### src/design/rfd_pkg.sv
// Package for the RGB565 run-length frame decoder.
// Holds status codes, register indexes, opcodes and the channel scaler.
// Depends on nothing.
package rfd_pkg;

  localparam int unsigned PixCountBits = 20;

  localparam int unsigned FieldPixW = 20;
  localparam int unsigned CfgDataW  = 20;
  localparam int unsigned CfgIndexW = 1;
  localparam int unsigned StatusW   = 3;

  localparam logic [7:0]           BrightnessReset = 8'd255;
  localparam logic [CfgDataW-1:0]  PixelsReset     = 20'd256;

  localparam logic [CfgIndexW-1:0] RegBrightness = 1'b0;
  localparam logic [CfgIndexW-1:0] RegPixels     = 1'b1;

  localparam logic [StatusW-1:0] StatusOk        = 3'd0;
  localparam logic [StatusW-1:0] StatusTruncated = 3'd1;
  localparam logic [StatusW-1:0] StatusOverflow  = 3'd2;
  localparam logic [StatusW-1:0] StatusSkipKey   = 3'd3;
  localparam logic [StatusW-1:0] StatusBadOp     = 3'd4;

  localparam logic [7:0] OpLiteral = 8'd0;
  localparam logic [7:0] OpSkip    = 8'd1;
  localparam logic [7:0] OpFill    = 8'd2;

  // (v * b + 127) / 255, exact over the whole 8 by 8 bit range
  function automatic logic [7:0] scale_channel(input logic [7:0] v, input logic [7:0] b);
    logic [16:0] x;
    logic [16:0] q;
    x = 17'(v) * 17'(b) + 17'd127;
    q = (x + 17'd1 + (x >> 8)) >> 8;
    return q[7:0];
  endfunction

endpackage

### src/design/rgb565_run_frame_decoder.sv
// RGB565 run-length frame decoder: one record byte in, at most one run result out.
// Parses runs, tracks coverage and errors, widens and scales colours.
// Depends on rfd_pkg.
// An accepted byte's result passes the s1 register, then the output register.
// Throughput: one byte per cycle, unless in_stall_o is raised by a full pipeline.
// Reset clears the parse state, the pipeline valid bits, and sets brightness to 255
// and pixels_in_frame to 256.
module rgb565_run_frame_decoder #(
  parameter int unsigned PIXEL_COUNT_BITS = rfd_pkg::PixCountBits
) (
  input  logic                            clk_i,
  input  logic                            rst_ni,
  input  logic                            cfg_we_i,
  input  logic [rfd_pkg::CfgIndexW-1:0]   cfg_index_i,
  input  logic [rfd_pkg::CfgDataW-1:0]    cfg_data_i,
  input  logic                            in_valid_i,
  output logic                            in_stall_o,
  input  logic [7:0]                      data_byte_i,
  input  logic                            is_keyframe_i,
  input  logic                            last_byte_i,
  output logic                            out_valid_o,
  input  logic                            out_stall_i,
  output logic [rfd_pkg::FieldPixW-1:0]   pixel_index_o,
  output logic [15:0]                     run_length_o,
  output logic [7:0]                      red_o,
  output logic [7:0]                      green_o,
  output logic [7:0]                      blue_o,
  output logic                            frame_done_o,
  output logic [rfd_pkg::StatusW-1:0]     status_o
);
  import rfd_pkg::*;

  localparam int unsigned PixW = PIXEL_COUNT_BITS;
  localparam int unsigned SumW = PixW + 17;

  localparam logic [2:0] PhOpcode   = 3'd0;
  localparam logic [2:0] PhCountHi  = 3'd1;
  localparam logic [2:0] PhCountLo  = 3'd2;
  localparam logic [2:0] PhColourHi = 3'd3;
  localparam logic [2:0] PhColourLo = 3'd4;

  logic [7:0]         brightness_q;
  logic [PixW-1:0]    pixels_in_frame_q;
  logic [2:0]         phase_q, phase_d;
  logic [7:0]         opcode_q, opcode_d;
  logic [15:0]        remaining_q, remaining_d;
  logic [PixW-1:0]    produced_q, produced_d;
  logic [7:0]         colour_hi_q, colour_hi_d;
  logic [StatusW-1:0] err_q, err_d;

  logic                 s1_valid_q;
  logic [FieldPixW-1:0] s1_index_q;
  logic [15:0]          s1_len_q;
  logic [15:0]          s1_word_q;
  logic                 s1_done_q;
  logic [StatusW-1:0]   s1_status_q;

  logic                 out_valid_q;
  logic [FieldPixW-1:0] out_index_q;
  logic [15:0]          out_len_q;
  logic [7:0]           out_red_q, out_green_q, out_blue_q;
  logic                 out_done_q;
  logic [StatusW-1:0]   out_status_q;

  logic s2_adv, s1_adv, in_acc;

  logic [PixW+19:0] cfg_wide;
  logic [PixW+19:0] idx_wide;

  logic                 emit;
  logic                 present;
  logic [PixW-1:0]      idx;
  logic [15:0]          len;
  logic [15:0]          word;
  logic [StatusW-1:0]   err;
  logic [StatusW-1:0]   err_new;
  logic [15:0]          cnt;
  logic                 overflow;
  logic [SumW-1:0]      sum_ext;
  logic [FieldPixW-1:0] idx_field;

  assign s2_adv     = !out_valid_q || !out_stall_i;
  assign s1_adv     = !s1_valid_q || s2_adv;
  assign in_stall_o = !s1_adv;
  assign in_acc     = in_valid_i && s1_adv;

  assign cfg_wide = {{PixW{1'b0}}, cfg_data_i};

  always_ff @(posedge clk_i or negedge rst_ni) begin
    if (!rst_ni) begin
      brightness_q      <= BrightnessReset;
      pixels_in_frame_q <= PixW'(PixelsReset);
    end else if (cfg_we_i) begin
      case (cfg_index_i)
        RegBrightness: brightness_q      <= cfg_data_i[7:0];
        RegPixels:     pixels_in_frame_q <= cfg_wide[PixW-1:0];
        default: ;
      endcase
    end
  end

  assign cnt     = {remaining_q[15:8], data_byte_i};
  assign sum_ext = SumW'(produced_q) + SumW'(cnt);
  assign overflow = (cnt == 16'd0) || (sum_ext > SumW'(pixels_in_frame_q));

  always_comb begin
    phase_d     = phase_q;
    opcode_d    = opcode_q;
    remaining_d = remaining_q;
    produced_d  = produced_q;
    colour_hi_d = colour_hi_q;
    err         = StatusOk;
    emit        = 1'b0;
    idx         = produced_q;
    len         = 16'd0;
    word        = {colour_hi_q, data_byte_i};
    if (err_q == StatusOk) begin
      case (phase_q)
        PhCountHi: begin
          remaining_d = {data_byte_i, 8'd0};
          phase_d     = PhCountLo;
          if (last_byte_i) err = StatusTruncated;
        end
        PhCountLo: begin
          if (overflow) begin
            err = StatusOverflow;
          end else if (opcode_q == OpSkip && is_keyframe_i) begin
            err = StatusSkipKey;
          end else if (opcode_q > OpFill) begin
            err = StatusBadOp;
          end else if (opcode_q == OpSkip) begin
            produced_d  = sum_ext[PixW-1:0];
            remaining_d = 16'd0;
            phase_d     = PhOpcode;
          end else begin
            remaining_d = cnt;
            phase_d     = PhColourHi;
            if (last_byte_i) err = StatusTruncated;
          end
        end
        PhColourHi: begin
          colour_hi_d = data_byte_i;
          phase_d     = PhColourLo;
          if (last_byte_i) err = StatusTruncated;
        end
        PhColourLo: begin
          emit = 1'b1;
          if (opcode_q == OpLiteral) begin
            len         = 16'd1;
            produced_d  = produced_q + PixW'(1);
            remaining_d = remaining_q - 16'd1;
            phase_d     = (remaining_d != 16'd0) ? PhColourHi : PhOpcode;
          end else begin
            len         = remaining_q;
            produced_d  = produced_q + PixW'(remaining_q);
            remaining_d = 16'd0;
            phase_d     = PhOpcode;
          end
          if (last_byte_i && phase_d != PhOpcode) err = StatusTruncated;
        end
        default: begin
          opcode_d = data_byte_i;
          phase_d  = PhCountHi;
          if (last_byte_i) err = StatusTruncated;
        end
      endcase
      if (last_byte_i && err == StatusOk && phase_d == PhOpcode &&
          produced_d != pixels_in_frame_q) begin
        err = StatusOverflow;
      end
    end
    err_new = (err_q == StatusOk) ? err : err_q;
    err_d   = err_new;
    if (err_new != StatusOk) emit = 1'b0;
    present = emit || last_byte_i;
    if (last_byte_i) begin
      phase_d     = PhOpcode;
      opcode_d    = 8'd0;
      remaining_d = 16'd0;
      produced_d  = '0;
      colour_hi_d = 8'd0;
      err_d       = StatusOk;
    end
  end

  assign idx_wide  = {20'd0, idx};
  assign idx_field = idx_wide[FieldPixW-1:0];

  always_ff @(posedge clk_i or negedge rst_ni) begin
    if (!rst_ni) begin
      phase_q     <= PhOpcode;
      opcode_q    <= 8'd0;
      remaining_q <= 16'd0;
      produced_q  <= '0;
      colour_hi_q <= 8'd0;
      err_q       <= StatusOk;
    end else if (in_acc) begin
      phase_q     <= phase_d;
      opcode_q    <= opcode_d;
      remaining_q <= remaining_d;
      produced_q  <= produced_d;
      colour_hi_q <= colour_hi_d;
      err_q       <= err_d;
    end
  end

  always_ff @(posedge clk_i or negedge rst_ni) begin
    if (!rst_ni) begin
      s1_valid_q <= 1'b0;
    end else if (s1_adv) begin
      s1_valid_q <= in_acc && present;
    end
  end

  always_ff @(posedge clk_i) begin
    if (s1_adv) begin
      s1_index_q  <= emit ? idx_field : '0;
      s1_len_q    <= emit ? len : 16'd0;
      s1_word_q   <= emit ? word : 16'd0;
      s1_done_q   <= last_byte_i;
      s1_status_q <= last_byte_i ? err_new : StatusOk;
    end
  end

  always_ff @(posedge clk_i or negedge rst_ni) begin
    if (!rst_ni) begin
      out_valid_q <= 1'b0;
    end else if (s2_adv) begin
      out_valid_q <= s1_valid_q;
    end
  end

  always_ff @(posedge clk_i) begin
    if (s2_adv) begin
      out_index_q  <= s1_index_q;
      out_len_q    <= s1_len_q;
      out_red_q    <= scale_channel({s1_word_q[15:11], s1_word_q[15:13]}, brightness_q);
      out_green_q  <= scale_channel({s1_word_q[10:5], s1_word_q[10:9]}, brightness_q);
      out_blue_q   <= scale_channel({s1_word_q[4:0], s1_word_q[4:2]}, brightness_q);
      out_done_q   <= s1_done_q;
      out_status_q <= s1_status_q;
    end
  end

  assign out_valid_o   = out_valid_q;
  assign pixel_index_o = out_index_q;
  assign run_length_o  = out_len_q;
  assign red_o         = out_red_q;
  assign green_o       = out_green_q;
  assign blue_o        = out_blue_q;
  assign frame_done_o  = out_done_q;
  assign status_o      = out_status_q;

  a_mid_record_ok: assert property (@(posedge clk_i) disable iff (!rst_ni)
    s1_valid_q && !s1_done_q |-> s1_status_q == StatusOk && s1_len_q != 16'd0)
    else $error("mid-record result without pixels or with status");

  a_record_cleared: assert property (@(posedge clk_i) disable iff (!rst_ni)
    in_acc && last_byte_i |=> phase_q == PhOpcode && err_q == StatusOk &&
      produced_q == '0)
    else $error("record state not cleared after last byte");

  a_last_gives_result: assert property (@(posedge clk_i) disable iff (!rst_ni)
    in_acc && last_byte_i |=> s1_valid_q && s1_done_q)
    else $error("last byte gave no result");

  a_stall_only_when_full: assert property (@(posedge clk_i) disable iff (!rst_ni)
    in_stall_o |-> s1_valid_q && out_valid_q)
    else $error("input stalled with free pipeline room");

  a_error_blocks_pixels: assert property (@(posedge clk_i) disable iff (!rst_ni)
    in_acc && err_q != StatusOk |=> !s1_valid_q || s1_done_q)
    else $error("pixel emitted after a latched error");

endmodule
### config.mk
export PLATFORM = sky130hd
export DESIGN_NAME = rgb565_run_frame_decoder
export DESIGN_NICKNAME = d
export VERILOG_FILES = /design/src/design/rfd_pkg.sv /design/src/design/rgb565_run_frame_decoder.sv
export SDC_FILE = /design/constraint.sdc
export NUM_CORES = 1
export LEC_CHECK = 0
export ABC_AREA = 1
export BUFFER_PORTS_ARGS = -buffer_cell sky130_fd_sc_hd__buf_4
export CORE_ASPECT_RATIO = 1.75
export CORE_MARGIN = 4
export CORE_UTILIZATION = 50
export DETAILED_ROUTE_END_ITERATION = 12
export GPL_TIMING_DRIVEN = 1
export PLACE_DENSITY = 0.78
export SKIP_CTS_REPAIR_TIMING = 1
export SLEW_MARGIN = 30
export SYNTH_ARGS = -nofsm -noshare
export SYNTH_HDL_FRONTEND = slang
export SYNTH_SLANG_ARGS = --single-unit
### constraint.sdc
create_clock -name clk_i -period 13.3 [get_ports clk_i]
set_input_delay 1.33 -clock clk_i [delete_from_list [all_inputs] [get_ports clk_i]]
set_output_delay 1.33 -clock clk_i [all_outputs]
set_load 0.03 [all_outputs]
==> results.json, run 1 <==
{
  "status": "finished, final reports clean",
  "ant_nets": 0,
  "end_kind": "register",
  "crit_slowest_cell": "dfstp_2",
  "cp_max_fo": 17,
  "place_inst": 2828,
  "design_area_um2": 20780,
  "fmax_ghz": 0.1378,
  "busiest_layer": "met2",
  "p_int_mw": 1.571,
  "rsz0062_at_grt": "no",
  "yosysMostFrequentCell": "nand2_1",
  "fin_ws_ps": 6043,
  "die_area_um2": 41170,
  "ys.flop_type": "edfxtp_1",
  "whs_path_depth": 0,
  "root_buffer": "clkbuf_16",
  "grt_pass1_wl_um": 82000,
  "slew_headroom_pct": 38.48,
  "place_hpwl_um": 40850,
  "insertion_delay_ps": 530,
  "seqCellArea_um2": 5817,
  "syn-mean-instance-area_um2": 8.218,
  "async_reset_ff_share_pct": 42.31,
  "first_global_vias": 16318,
  "switching_power_mw": 1.214,
  "synth_top_area_cell": "edfxtp_1",
  "synth_area_leaders": "edfxtp_1, fa_1, ha_1, dfrtp_1, nand2_1",
  "nets": 2725,
  "numCtsBuffers": 23,
  "fin_crit_sh_pct": 54.56,
  "layout-drive-gt1-share_pct": 10.21,
  "start_util_pct": 50.47,
  "path_class": "register to register",
  "io_pins": 102,
  "path_clk_slew_ps": 60,
  "max_cap_viol_count": 0,
  "use_met3_pct": 2.930,
  "routedWlPerCell_um": 17.98,
  "yosys.area.top_type_share_pct": 19.03,
  "grt_usage_pct": 25.13,
  "synth_nets": 2656,
  "overflow": 0,
  "hold_class": "register to register",
  "synth_cell_types": 47,
  "synth_common_cells": "nand2_1, inv_1, ha_1",
  "n_antenna_cell": 0,
  "slew_violations": 0,
  "worstMarginPinSlew_ps": 922.8,
  "max_stage_delay_ps": 740,
  "hold_viol": 0,
  "pwr-share-clk_pct": 22.5,
  "skew_ps": 9.767,
  "fin_tns_setup_ps": 0,
  "firstDrtPassIters": 6,
  "holdWs_ps": 417.7,
  "finalSetupViolCount": 0,
  "clockBufferDepth": 3,
  "power_frac_seq_pct": 32.0,
  "startpoint_type": "register",
  "h-tree-depth": 1,
  "met2_usage_pct": 47.44,
  "synth-edff-count": 120,
  "r2r_cells": 37,
  "routed_wl_um": 51590,
  "rows": 94,
  "fp.coreArea_um2": 37520,
  "final_util_pct": 55.40,
  "yosysSeqAreaShare_pct": 30.72,
  "die_width_um": 155.1,
  "syn_inst": 2304,
  "multi_input_area_um2": 11070,
  "place_area_um2": 20060,
  "antenna_found_initial": 0,
  "io_buffer_count": 101,
  "vias": 15634,
  "cts_tree": "yes",
  "areaGrowthSynthToFinish_pct": 9.773,
  "cts.sinks": 208,
  "peakVddDrop_v": 0.00008505,
  "grt_max_degree": 67,
  "ys_warn_count": 0,
  "netlist_area_um2": 18930,
  "use_met1_pct": 25.06,
  "crit_path_frequent_cell": "nand2_1",
  "drc": 0,
  "power_mw": 2.784,
  "n_fill_cell": 3411,
  "combPwrFrac_pct": 45.5,
  "vias_per_cell": 5.449,
  "p_leak_nw": 11.43,
  "arrival_ps": 7520,
  "sw_frac_of_total_pct": 43.59,
  "synth-seq-cells": 208,
  "fin_crit_ps": 7257,
  "dp_slack_ps": 6099,
  "gp_congestion": 1.032,
  "fin_cells": 2869,
  "drt_iter0_drc": 1011,
  "cp.required_ps": 13570,
  "die_h_um": 265.4,
  "p_per_area_nw_per_um2": 134.0
}
-- registers in the layout (all words and copies together) (netlist names), 16 cells and up --
register / flops
idx: 20
pixel_index_o: 20
pixels_in_frame_q: 20
s1_index_q: 20
remaining_q: 16
run_length_o: 16
s1_len_q: 16
s1_word_q: 16
-- power groups by stage --
stage / combinational, mW / clock, mW / sequential [mW]
5_1_grt: 1.42 / 0.665 / 0.899
3_5_place_dp: 1.25 / 0 / 0.899
6_report: 1.27 / 0.627 / 0.891
2_1_floorplan: 0.830 / 0 / 0.905
4_1_cts: 1.26 / 0.641 / 0.888
3_3_place_gp: 1.21 / 0 / 0.897
-- area by class of cell --
class	instances	area share, %
multi-input combinational	1566	53.26
sequential	208	27.99
inverter	461	8.325
timing repair buffer	113	4.081
tap	480	2.889
clock buffer	26	2.823
clock inverter	15	0.6381
-- placed cells by master (no fill, tap or decap), drive strengths merged, types with 4 or more instances in the layout --
| master | netlist | routed |
|---|---|---|
| edfxtp | 120 | 120 |
| clkinv | 2 | 10 |
| a21o | 8 | 8 |
| nor3 | 30 | 30 |
| nand3 | 124 | 124 |
| o21bai | 13 | 13 |
| xor2 | 60 | 60 |
| nand2 | 513 | 513 |
| inv | 459 | 465 |
| fa | 126 | 126 |
| ha | 190 | 190 |
| a21oi | 121 | 121 |
| nor2 | 170 | 170 |
| dfrtp | 79 | 79 |
| clkbuf | 54 | 26 |
| buf | 15 | 113 |
| or2 | 9 | 9 |
| o21ai | 102 | 102 |
| dfstp | 9 | 9 |
| and2 | 4 | 4 |
| xnor2 | 17 | 17 |
| nand4 | 19 | 19 |
| o22ai | 41 | 41 |
-- kinds of logic (layout without fill, tap and decap cells) --
logic type / after synthesis / after routing / synth area share [%]
simple gates: 876 / 876 / 20.14
buf+inv: 530 / 615 / 10.90
fa+ha+maj: 316 / 316 / 25.88
compound gates: 297 / 297 / 8.795
flops: 208 / 208 / 30.72
xor+xnor: 77 / 77 / 3.562
-- worst paths after layout --
kind	start	endpoint	slack, ps
worst min-delay path	s1_index_q[14]	pixel_index_o[14]	420
max in group asynchronous	rst_ni	idx[10]	11370
worst min register to register	s1_index_q[14]	pixel_index_o[14]	420
min in group asynchronous	rst_ni	phase_q[1]	750
worst max register to register	brightness_q[2]	blue_o[7]	6040
worst max-delay path	brightness_q[2]	blue_o[7]	6040
-- per-layer routing --
metal / routed length [um] / part of all wire [%]
met1: 17270 / 33
met3: 2434 / 4.7
met5: 0 / 0
met2: 27670 / 54
met4: 4216 / 8.2
-- critical path: cells and delay by family, from the launching register on --
kind | cells | cell delay [ps]
AO/OA/AOI/OAI | 10 | 1640
XOR/XNOR | 2 | 340
adder cells (fa/ha/maj) | 6 | 2420
buffers and inverters | 5 | 360
flip-flops | 1 | 740
AND/OR/NAND/NOR | 14 | 1470
No activity file was read; power rests on OpenSTA's default activity.
==> inputs of run 2 (changes only) <==
==> constraint.sdc (replaced) <==
create_clock -name clk_i -period 6.8 [get_ports clk_i]
set_input_delay 0.68 -clock clk_i [delete_from_list [all_inputs] [get_ports clk_i]]
set_output_delay 0.68 -clock clk_i [all_outputs]
set_load 0.03 [all_outputs]
==> run 2 against run 1 <==
Effect of this change:
- via count is 2.0% higher
- combinational power is 110% higher
- register-to-register slack worse by 5800 ps
- clock skew is 11 ps higher
- core utilization is 2.2 points higher
- clock-buffer cell count is 3 higher
- die area stayed put
- highest routed layer unchanged
==> results.json, run 2 (synthesis gave the netlist of run 1 again) <==
{
  "slew_violations": 0,
  "final_cell_mix": "nand2_1, inv_1, ha_1",
  "overflow": 0,
  "routed_wl_um": 52550,
  "grt_pass1_wl_um": 81690,
  "dp_slack_ps": -260.5,
  "numCtsBuffers": 23,
  "first_global_vias": 16484,
  "fin_ws_ps": 205.1,
  "firstDrtPassIters": 6,
  "switching_power_mw": 2.433,
  "pwr-share-clk_pct": 22.0,
  "r2r_slack_ps": 210,
  "max_cap_viol_count": 0,
  "die_area_um2": 41170,
  "vias_per_cell": 5.455,
  "p_int_mw": 3.211,
  "grt_usage_pct": 24.96,
  "layout-drive-gt1-share_pct": 15.10,
  "vias": 15946,
  "p_leak_nw": 11.73,
  "routedWlPerCell_um": 17.98,
  "h-tree-depth": 1,
  "place_hpwl_um": 41200,
  "layout_commonest_cell": "nand2_1",
  "io_buffer_count": 101,
  "sw_frac_of_total_pct": 43.11,
  "fp.coreArea_um2": 37520,
  "cp.required_ps": 7080,
  "crit_slowest_cell": "dfstp_4",
  "fin_crit_ps": 6595,
  "regToRegEndpoint": "red_o[5]",
  "finalSetupViolCount": 0,
  "arrival_ps": 6880,
  "n_antenna_cell": 0,
  "rows": 94,
  "antenna_found_initial": 0,
  "combPwrFrac_pct": 47.5,
  "nets": 2778,
  "p_per_area_nw_per_um2": 261.0,
  "holdWs_ps": 50.59,
  "startpoint_type": "register",
  "end_kind": "register",
  "worstMarginPinSlew_ps": 885.6,
  "status": "finished, final reports clean",
  "hold_viol": 0,
  "cp_max_fo": 7,
  "skew_ps": 20.42,
  "root_buffer": "clkbuf_16",
  "drt_iter0_drc": 1011,
  "io_pins": 102,
  "r2r-start": "brightness_q[0]",
  "drc": 0,
  "grt_max_degree": 66,
  "r2r_cells": 35,
  "die_h_um": 265.4,
  "fmax_ghz": 0.1516,
  "path_class": "register to register",
  "crit_path_frequent_cell": "nand2_1",
  "max_stage_delay_ps": 710,
  "endpoint": "red_o[5]",
  "gp_congestion": 1.009,
  "insertion_delay_ps": 540,
  "fin_crit_sh_pct": 96.98,
  "areaGrowthSynthToFinish_pct": 14.21,
  "slew_headroom_pct": 40.96,
  "crit_path_start": "brightness_q[0]",
  "cts_tree": "yes",
  "power_frac_seq_pct": 30.5,
  "cts.sinks": 208,
  "hold_class": "input port to asynchronous set/reset pin",
  "die_width_um": 155.1,
  "path_clk_slew_ps": 70,
  "start_util_pct": 50.47,
  "peakVddDrop_v": 0.0001685,
  "ant_nets": 0,
  "clockBufferDepth": 3
}
run 2: layout make-up:
| type | count | area, um2 |
|---|---|---|
| repair buffers | 166 | 1294 |
| clock inverters | 13 | 118.9 |
| fillers | 3308 | 15890 |
| flip-flops and latches | 208 | 5828 |
| inverters | 461 | 1730 |
| well taps | 480 | 600.6 |
| multi-input cells | 1566 | 11440 |
| clock buffers | 29 | 618.1 |
run 2: critical path, delay by kind of cell, from the launching register on:
family | cells | cell delay [ps]
DFF | 1 | 710
xor gates and xnor gates | 2 | 330
AOI/OAI and AO/OA | 8 | 1070
adders and majority gates | 6 | 2570
buffers and inverters | 7 | 610
and+or+nand+nor | 12 | 1040
run 2: stage by stage:
stage	cell area, um2	util [%]	power, mW	TNS (ps)	std cells
after floorplan	18940	-	3.395	0	2304
after global placement	20240	53.95	4.139	0	2852
after detailed placement	20240	53.95	4.214	-802.2	2852
after CTS	20980	55.92	5.473	-874.5	2894
after global routing	21630	57.64	6.027	-991.2	2923
final	21630	57.64	5.644	0	2923
run 2: layer usage:
layer  vias up  wire [um]  GRT usage, %
met1      7625      17270         24.53
met2       531      28700         48.17
li1       7555          -             -
met4         0       4215         16.67
met3       235       2357         2.605
met5         -          0             0
run 2: worst min-delay path by stage:
stage / endpoint / slack [ps] / cells after the start
after global placement: run_length_o[5] / 400 / 0
after global routing: idx[17] / 60 / 1
after floorplan: colour_hi_q[0] / 380 / 0
final: idx[17] / 50 / 1
after detailed placement: pixel_index_o[6] / 400 / 0
after CTS: pixels_in_frame_q[16] / 50 / 1
run 2: power groups by stage:
| stage | logic [mW] | clock network (mW) | registers, mW |
|---|---|---|---|
| floorplan | 1.62 | 0 | 1.77 |
| global placement | 2.40 | 0 | 1.74 |
| detailed placement | 2.47 | 0 | 1.74 |
| CTS | 2.49 | 1.27 | 1.72 |
| global route | 2.97 | 1.32 | 1.74 |
| finish | 2.68 | 1.24 | 1.72 |
==> inputs of run 3 (changes only) <==
--- a/config.mk
+++ b/config.mk
@@ -7,12 +7,14 @@
 export LEC_CHECK = 0
 export ABC_AREA = 1
 export BUFFER_PORTS_ARGS = -buffer_cell sky130_fd_sc_hd__buf_4
+export CAP_MARGIN = 15
 export CORE_ASPECT_RATIO = 1.75
 export CORE_MARGIN = 4
 export CORE_UTILIZATION = 50
 export DETAILED_ROUTE_END_ITERATION = 12
 export GPL_TIMING_DRIVEN = 1
 export PLACE_DENSITY = 0.78
+export RECOVER_POWER = 100
 export SKIP_CTS_REPAIR_TIMING = 1
 export SLEW_MARGIN = 30
 export SYNTH_ARGS = -nofsm -noshare
==> run 3 against run 2 <==
Effect of this change:
- the run now ends with max-capacitance violations, max-slew violations left
- worst hold slack improved by 310 ps
- via count increased by 0.29%
- register-to-register slack about the same
- clock skew about the same
- clock power about the same
- critical path depth unchanged
- fmax about the same
- combinational power about the same
- setup slack got worse by 3.6 ps
- first-iteration DRC count decreased by 0.89%
==> results.json, run 3 (synthesis gave the netlist of run 1 again) <==
{
  "combPwrFrac_pct": 47.5,
  "hold_viol": 0,
  "fin_crit_sh_pct": 97.04,
  "vias": 15992,
  "skew_ps": 20.14,
  "layout_commonest_cell": "nand2_1",
  "die_area_um2": 41170,
  "overflow": 0,
  "max_stage_delay_ps": 710,
  "insertion_delay_ps": 540,
  "n_antenna_cell": 0,
  "place_area_um2": 20240,
  "grt_pass1_wl_um": 81690,
  "die_width_um": 155.1,
  "p_leak_nw": 11.71,
  "power_frac_seq_pct": 30.5,
  "fmax_ghz": 0.1516,
  "die_h_um": 265.4,
  "grt_usage_pct": 24.96,
  "status": "finished, violations left",
  "finalSetupViolCount": 0,
  "sw_frac_of_total_pct": 43.13,
  "root_buffer": "clkbuf_16",
  "layout-drive-gt1-share_pct": 14.94,
  "firstDrtPassIters": 5,
  "cp_max_fo": 7,
  "cp.required_ps": 7080,
  "io_pins": 102,
  "switching_power_mw": 2.434,
  "clockBufferDepth": 3,
  "areaGrowthSynthToFinish_pct": 14.11,
  "first_global_vias": 16484,
  "drt_iter0_drc": 1002,
  "vias_per_cell": 5.471,
  "nets": 2778,
  "p_per_area_nw_per_um2": 261.2,
  "rows": 94,
  "violations": "max-capacitance violations, max-slew violations",
  "peakVddDrop_v": 0.0001688,
  "fin_crit_ps": 6598,
  "cts.sinks": 208,
  "antenna_found_initial": 0,
  "place_hpwl_um": 41200,
  "p_int_mw": 3.210,
  "design_area_um2": 21610,
  "slew_violations": 107,
  "worstMarginPinSlew_ps": 3850,
  "routedWlPerCell_um": 17.99,
  "crit_slowest_cell": "dfstp_4",
  "arrival_ps": 6880,
  "end_kind": "register",
  "crit_path_frequent_cell": "nand2_1",
  "final_cell_mix": "nand2_1, inv_1, ha_1",
  "h-tree-depth": 1,
  "max_cap_viol_count": 2,
  "routed_wl_um": 52600,
  "hold_class": "input port to register",
  "pwr-share-clk_pct": 22.0,
  "fp.coreArea_um2": 37520,
  "path_class": "register to register",
  "fin_tns_setup_ps": 0,
  "drc": 0,
  "gp_congestion": 1.009,
  "grt_max_degree": 66,
  "startpoint_type": "register",
  "ant_nets": 0,
  "final_util_pct": 57.59,
  "io_buffer_count": 101,
  "path_clk_slew_ps": 70,
  "cts_tree": "yes",
  "holdWs_ps": 356.3,
  "numCtsBuffers": 23,
  "slew_headroom_pct": -156.7,
  "start_util_pct": 50.47
}
run 3: cell count changes in the layout (fill, tap and decap cells not counted), sizes merged:
cell	before	now
buf	166	161
clkbuf	29	34
run 3: worst max-delay path: cells and delay by family (launching register included):
| family | cells | cell delay [ps] |
|---|---|---|
| flip-flops | 1 | 710 |
| AO/OA/AOI/OAI | 8 | 1070 |
| AND/OR/NAND/NOR | 12 | 1050 |
| buffers and inverters | 7 | 610 |
| XOR/XNOR | 2 | 330 |
| adder cells (fa/ha/maj) | 6 | 2570 |
run 3: power groups by stage:
stage                     Combinational, mW  Sequential (mW)  Clock [mW]
final                                  2.68             1.72        1.24
after CTS                              2.49             1.72        1.27
after global placement                 2.40             1.74           0
after global routing                   2.97             1.74        1.32
after detailed placement               2.47             1.74           0
after floorplan                        1.62             1.77           0
run 3: layout make-up:
class,count,area [um2]
Multi-Input combinational cell,1566,11440
Fill cell,3312,15910
Inverter,461,1730
Clock buffer,29,618.1
Sequential cell,208,5828
Clock inverter,13,118.9
Tap cell,480,600.6
Timing Repair Buffer,166,1275
run 3: path summary, 6_finish.rpt:
kind                            cells past startpoint             from  slack, ps          endpoint
worst max-delay path                               35  brightness_q[0]        200          red_o[5]
worst min-delay path                                3       in_valid_i        360        s1_valid_q
worst max register to register                     35  brightness_q[0]        200          red_o[5]
worst min register to register                      0    s1_index_q[1]        420  pixel_index_o[1]
max in group asynchronous                           2           rst_ni       1980           idx[10]
min in group asynchronous                           1           rst_ni        480           idx[17]
run 3: metrics by stage:
stage | cells | total power, mW | setup slack, ps
floorplan | 2304 | 3.395 | 6.840
global placement | 2852 | 4.139 | 70.35
detailed placement | 2852 | 4.214 | -260.5
CTS | 2894 | 5.473 | -281.0
global route | 2923 | 6.026 | -207.3
finish | 2923 | 5.644 | 201.5
run 3: metal layers:
layer / global-route usage (%) / wire length, um / share of wire, %
met4: 16.67 / 4242 / 8.1
met3: 2.605 / 2331 / 4.4
met1: 24.53 / 17350 / 33
met2: 48.17 / 28670 / 55
met5: 0 / 0 / 0
